==> config.mk <==
export PLATFORM = sky130hd
export DESIGN_NAME = aldp_fifo
export DESIGN_NICKNAME = d
export VERILOG_FILES = /design/src/rtl/aldp_pkg.sv /design/src/rtl/aldp_fifo.sv
export SDC_FILE = /design/constraint.sdc
export NUM_CORES = 1
export LEC_CHECK = 0
export ABC_AREA = 1
export ABC_CLOCK_PERIOD_IN_PS = 4200
export BUFFER_PORTS_ARGS = -buffer_cell sky130_fd_sc_hd__buf_2
export CAP_MARGIN = 40
export CORE_MARGIN = 2
export CORE_UTILIZATION = 30
export CTS_CLUSTER_SIZE = 25
export DETAILED_ROUTE_END_ITERATION = 10
export GPL_ROUTABILITY_DRIVEN = 0
export PLACE_DENSITY = 0.55
export SLEW_MARGIN = 0
export SYNTH_ARGS = -nofsm -noshare
export SYNTH_HDL_FRONTEND = slang
export SYNTH_SLANG_ARGS = --single-unit
==> constraint.sdc <==
create_clock -name i_clk -period 4.2 [get_ports i_clk]
set_input_delay 0.84 -clock i_clk [delete_from_list [all_inputs] [get_ports i_clk]]
set_output_delay 0.84 -clock i_clk [all_outputs]
set_load 0.03 [all_outputs]
==> src/rtl/aldp_pkg.sv <==
`timescale 1ns / 1ps
// ----------------------------------------------------------------------------
// aldp_pkg
// Shared types and constants for the area light direction pdf block.
// ----------------------------------------------------------------------------
`default_nettype none

package aldp_pkg;

    // configuration register indexes
    localparam logic CFG_LIGHT_WIDTH  = 1'b0;
    localparam logic CFG_LIGHT_HEIGHT = 1'b1;

    // queue between front and back
    localparam int FIFO_DEPTH = 4;
    localparam int FIFO_AW    = 2;
    localparam int FIFO_CW    = 3;

    // square root and divider geometry
    localparam int SQ_STEPS = 24;   // result bits of sqrt(q * 2^16)
    localparam int REM_W    = 27;   // sqrt partial remainder
    localparam int NUM_W    = 126;  // numerator, below 2^126
    localparam int DEN_W    = 112;  // denominator, below 2^109
    localparam int WIDE_W   = 144;  // den shifted by up to 32
    localparam int QUO_W    = 32;

    // one classified item handed from front to back
    typedef struct packed {
        logic               hit;
        logic [31:0]        py;
        logic signed [15:0] dx;
        logic signed [15:0] dz;
        logic [15:0]        m;
    } t_item;

endpackage

`default_nettype wire

==> src/rtl/aldp_fifo.sv <==
`timescale 1ns / 1ps
// ----------------------------------------------------------------------------
// aldp_fifo
// Short queue of classified items between the front and the back.
// ----------------------------------------------------------------------------
`default_nettype none

module aldp_fifo (
    input  wire                   i_clk,
    input  wire                   i_rst_n,
    input  wire                   i_push,
    input  wire aldp_pkg::t_item  i_item,
    input  wire                   i_pop,
    output aldp_pkg::t_item       o_head,
    output logic                  o_full,
    output logic                  o_empty
);

    aldp_pkg::t_item                 r_mem [0:aldp_pkg::FIFO_DEPTH-1];
    logic [aldp_pkg::FIFO_AW-1:0]    r_wptr;
    logic [aldp_pkg::FIFO_AW-1:0]    r_rptr;
    logic [aldp_pkg::FIFO_CW-1:0]    r_count;

    assign o_full  = (r_count == aldp_pkg::FIFO_CW'(aldp_pkg::FIFO_DEPTH));
    assign o_empty = (r_count == '0);
    assign o_head  = r_mem[r_rptr];

    always_ff @(posedge i_clk) begin
        if (!i_rst_n) begin
            r_wptr  <= '0;
            r_rptr  <= '0;
            r_count <= '0;
        end else begin
            if (i_push) begin
                r_wptr <= r_wptr + 1'b1;
            end
            if (i_pop) begin
                r_rptr <= r_rptr + 1'b1;
            end
            if (i_push && !i_pop) begin
                r_count <= r_count + 1'b1;
            end else if (i_pop && !i_push) begin
                r_count <= r_count - 1'b1;
            end
        end
    end

    always_ff @(posedge i_clk) begin
        if (i_push) begin
            r_mem[r_wptr] <= i_item;
        end
    end

endmodule

`default_nettype wire

# After elaboration in Yosys (flattened, before gate mapping)
# Memories as Yosys holds them, arrays and structs flattened. A register that Yosys moved wholly into a read port is not among the register bits.
# Index checks and enable logic that the tools add are counted.
# W data, S select, Z words.
[classes]
n_addsub = 4
multipliers = 0
div = 0
order_cmp = 0
eq_ne = 1
n_shift = 0
mux = 6
bitwise = 0
reduce_logical = 6
[op_table]
columns = ["operator", "count"]
rows = [
  ["$mux W3", 2],
  ["$add A2 B1 Y2 const B", 2],
  ["$mux W2", 2],
  ["$add A3 B1 Y3 const B", 1],
  ["$eq A3 B3 Y1 const B", 1],
  ["$logic_not A3 Y1", 1],
  ["$sub A3 B1 Y3 const B", 1],
  ["$logic_and A1 B1 Y1", 2],
  ["$logic_not A1 Y1", 2],
  ["$mux W1", 2],
  ["$reduce_bool A2 Y1", 1],
]
[word_totals]
regBits = 7
latchBits = 0
ramBits = 324
romBits = 0
inputBits = 85
out_inout_bits = 83
word_cells = 21
memories = 1
[mem_list]
columns = ["name", "words", "word_bits", "read_ports", "rd_clocked_by_memory_dff", "wr", "line_no", "source"]
rows = [
  ["r_mem", 4, 81, 1, 1, 1, "aldp_fifo.sv:19", "aldp_pkg::t_item r_mem [0:aldp_pkg::FIFO_DEPTH-1];"],
]

# Depth between registers and ports, before layout
[logic_depth]
depth_word = 4
ltp_mapped = 10
ltp_nobuf = 10

# Least setup slack after synthesis
# OpenSTA, ideal clock, no wires.
[synth_path]
path_kind = "input to register"
startpoint = "input port i_push"
endpoint = "memory r_mem[2][0] (netlist name) (enable)"
setup_ns = 0.435
arrival_ns = 2.443
required_time_ns = 3.765
setup_slack_ns = 1.322
cell_stages = 2
path_buffers = 0
path_cell_list = "nand2_1 > inv_1"
[synth_via]
elab_chain_cells = 2
[synth_rtl]
columns = ["item", "line_no", "source"]
rows = [
  ["start: declaration", "aldp_fifo.sv:11", "input wire i_push,"],
  ["$mux W1", "aldp_fifo.sv:49", "if (i_push) begin"],
  ["$mux W1 (implied by the code)", "aldp_fifo.sv:50", "r_mem[r_wptr] <= i_item;"],
  ["end: declaration", "aldp_fifo.sv:19", ""],
]
# Every way passes these cells.

==> summary.md <==
| Metric | Value |
|---|---|
| Run status | finished clean |
| Root buf cell | clkbuf_16 |
| Initial Util | a little under a third |
| Die H | approximately 210 um |
| Synth top area cells | edfxtp_1 78%, o21ai_0 5.9%, nor2_1 4.4% |
| Worst Hold Class | reg -> reg |
| Mapped Cells | between 800 and 900 |
| Post-layout minimum cycle time | 3.45 ns |
| Pin count of the biggest net entering global routing | around 160 |
| Routed vias/inst | 4.68 |
| Final Hold Viols | 0 |
| Max_cap viols | 0 |
| H-Tree Depth | 2 |
| Main synth FF type | edfxtp_1 |
| Number of synthesized flops with an enable pin | ~320 |
| Synthesized cell area | 12,500 um^2 |
| TritonCTS buffer count | 38 |
| Final HPWL DP | roughly 15,000 um |
| Internal power | between 5 and 6 mW |
| Share of layout cells above drive strength 1 | about a quarter |
| Total routed wirelength | around 28,000 um |
| Synthesized area per cell | approximately 15 um^2 |
| Flop pwr share | ~50% |
| Nets@finish | between 1,000 and 1,500 |
| Max Clk Rate | 290 MHz |
| Share of the synthesized area in the top cell type | 77.7% |
| CTS Hold Bufs | 0 |
| Top Metal Used | met5 |
| Core area | 41,000 um^2 |
| Die width | about 210 um |
| Cell variety after synth | 23 |
| WL/cell | around 18 um |
| Seq/Total Area, Yosys | about four fifths |
| Setup violators final | 0 |
| Worst Skew | between 0.01 and 0.015 ns |
| Met2 Wirelength | about 13,000 um |
| Power share of the clock group | roughly two fifths |
| CP Max Fanout | a little over 80 |
| Largest stage delay, worst path | between 0.7 and 0.8 ns |
| Largest area contributor in the netlist | edfxtp_1 |
| PortBufs | around 170 |
| Final worst-path cycle share | approximately 82% |
| CP cell instances | clkinv_4 > o21ai_0 > o22ai_1 > buf_2 |
| Fin. max-slew vios | 0 |
| DR pass1 iterations | 5 |
| Crit. End Element | output port |
| Logic gate share of total power | 10.4% |
| P_leak | 5.18 nW |
| Worst path required time | ~3.4 ns |
| Clk sinks | roughly 330 |
| Area after DPL | about 14,000 um^2 |
| RSZ-0062 raised after global routing | false |
| Relative slew margins | a little under half |
| DRT met1 WL | about 13,000 um |
| Iteration-0 DRC Markers | around 440 |
| CTS tree | yes |
| TNS Setup | 0 ns |
| Power density cells | 522 nW/um^2 |
| DRC viols | 0 |
| Routed vias | approximately 7,300 |
| Async SR Flop Fraction | 0% |
| CTS resizes | 0 |
| Clk Latency, worst-skew pair | about 0.55 ns |
| CTS Buffer Depth | 3 |
| Post-route antenna net violation count | 0 |
| Synthesized flop and latch total | between 300 and 400 |
| Net switching power | approximately 1.9 mW |
| Ys Warns | 0 |
| Initial antenna violation count | 3 |
| WL met3 | about 1800 um |
| First-pass GRT wire length | about 42,000 um |
| P&R area growth vs syn | 20.2% |
| Buf/Inv on CP | 2 |
| Worst-margin pin slew | ~0.79 ns |
| Maximum vdd drop | between 0.2 and 0.3 mV |
| Total congestion overflow | 0 |
| Sw frac | 24.3% |
| CP top delay family | buffers and inverters |
| Post-route cell area | 15,100 um^2 |
| WS Path Type | reg -> out |
| I/O Pins | about 170 |
| Highest-delay cell along the critical path | dfxtp_4 |
| Critical path startpoint category | flip-flop |
| Gr usage total | about an eighth |
| Reg clk slew, reported paths | approximately 0.06 ns |
| Number of core rows | 74 |
| Synthesized Nets | a little over 900 |
| Vias in the first global route | about 7,300 |
| Postcts setup bufs | 0 |
| Worst EP arrival | around 2.6 ns |
| Die Footprint | roughly 43,000 um^2 |
final timing paths:
path,end,depth (start not counted),slack (ns),start
setup reg to reg,r_mem[0][16]$_DFFE_PP_,5,2.28,r_wptr[0]$_SDFFE_PN0P_
setup / recovery,o_head[21],4,0.75,flip-flop
hold / removal,flip-flop,1,0.44,r_rptr[1]$_SDFFE_PN0P_
hold reg to reg,flip-flop,1,0.44,r_rptr[1]$_SDFFE_PN0P_
cell type report:
cell class	instances	area, um^2
multi-input combinational	439	2180
inverter	17	86.3
timing repair buffer	177	986
fill	3935	26000
antenna	3	7.51
clock inverter	19	175
tap	532	666
clock buffer	49	1040
sequential	333	9920
registers in the layout, summed over array words and instances (netlist names), named ones only:
| name | count |
|---|---|
| r_wptr | 2 |
| r_rptr | 2 |
| r_count | 3 |
| r_mem | 324 |
synthesized netlist by cell type (2+ instances only):
library cell  count
inv_1            15
o21ai_1          20
ha_1              5
nor2_2           20
nor2_1          147
buf_12            3
nand2_1           9
a21oi_1           4
clkbuf_2          8
clkbuf_1         20
dfxtp_1           9
o21ai_0         148
buf_8             6
buf_2            12
edfxtp_1        324
o22ai_1          81
nor3_1            2
buf_6             3
power groups by stage:
stage | clock network (mW) | registers (mW) | logic [mW]
final | 3.20 | 3.84 | 0.818
after global routing | 3.44 | 3.85 | 0.894
after CTS | 3.30 | 3.84 | 0.839
after detailed placement | 0 | 3.91 | 0.836
after global placement | 0 | 3.91 | 0.829
after floorplan | 0 | 3.90 | 0.555
routing by layer:
layer  vias up  global-route usage [%]
met3        50                    3.61
met5         -                       0
met1      3586                    16.8
met2       192                    20.1
met4         4                    5.06
li1       3507                       -
worst register-to-register path, stage by stage (launching register included):
cell	delay [ns]
dfxtp_1	0.33
inv_1	0.12
ha_1	0.16
nand2_1	0.08
inv_4	0.47
buf_12	0.39
kinds of logic after synthesis:
| group | after synthesis | synth area share [%] |
|---|---|---|
| AO/OA/AOI/OAI | 253 | 10.9 |
| flip-flops | 333 | 79.1 |
| buffers and inverters | 69 | 3.48 |
| AND/OR/NAND/NOR | 180 | 5.84 |
| adder cells (fa/ha/maj) | 6 | 0.659 |
cells in the final DEF (no fill, tap or decap):
cell type,synthesis,final
edfxtp_1,324,324
buf_2,12,167
o21ai_0,148,148
nor2_1,147,147
o22ai_1,81,81
clkbuf_16,0,39
o21ai_1,20,20
nor2_2,20,20
inv_1,15,11
nand2_1,9,9
clkinv_1,0,7
clkbuf_1,20,7
dfxtp_1,9,7
buf_12,3,6
ha_1,5,5
clkinv_2,0,5
inv_4,0,4
a21oi_1,4,4
buf_4,0,4
diode_2,0,3
bufinv_16,0,3
clkbuf_8,0,3
clkinv_4,1,2
nor3_1,2,2
dfxtp_4,0,2
inv_6,0,2
inv_8,1,1
nand3_1,1,1
nand4_1,1,1
fa_1,1,1
clkinvlp_4,0,1
through the flow:
| step | instances | total power, mW | setup WS, ns | util [%] | hold slack (ns) |
|---|---|---|---|---|---|
| after CTS | 1566 | 7.98 | 0.590 | 36.7 | 0.436 |
| after floorplan | 841 | 4.46 | 1.32 | - | 0.412 |
| final | 1569 | 7.86 | 0.754 | 36.7 | 0.435 |
| after global routing | 1566 | 8.18 | 0.472 | 36.7 | 0.474 |
| after global placement | 1497 | 4.74 | 1.21 | 33.7 | 0.413 |
| after detailed placement | 1498 | 4.75 | 1.18 | 33.7 | 0.425 |
No activity file was read; power rests on OpenSTA's default activity.
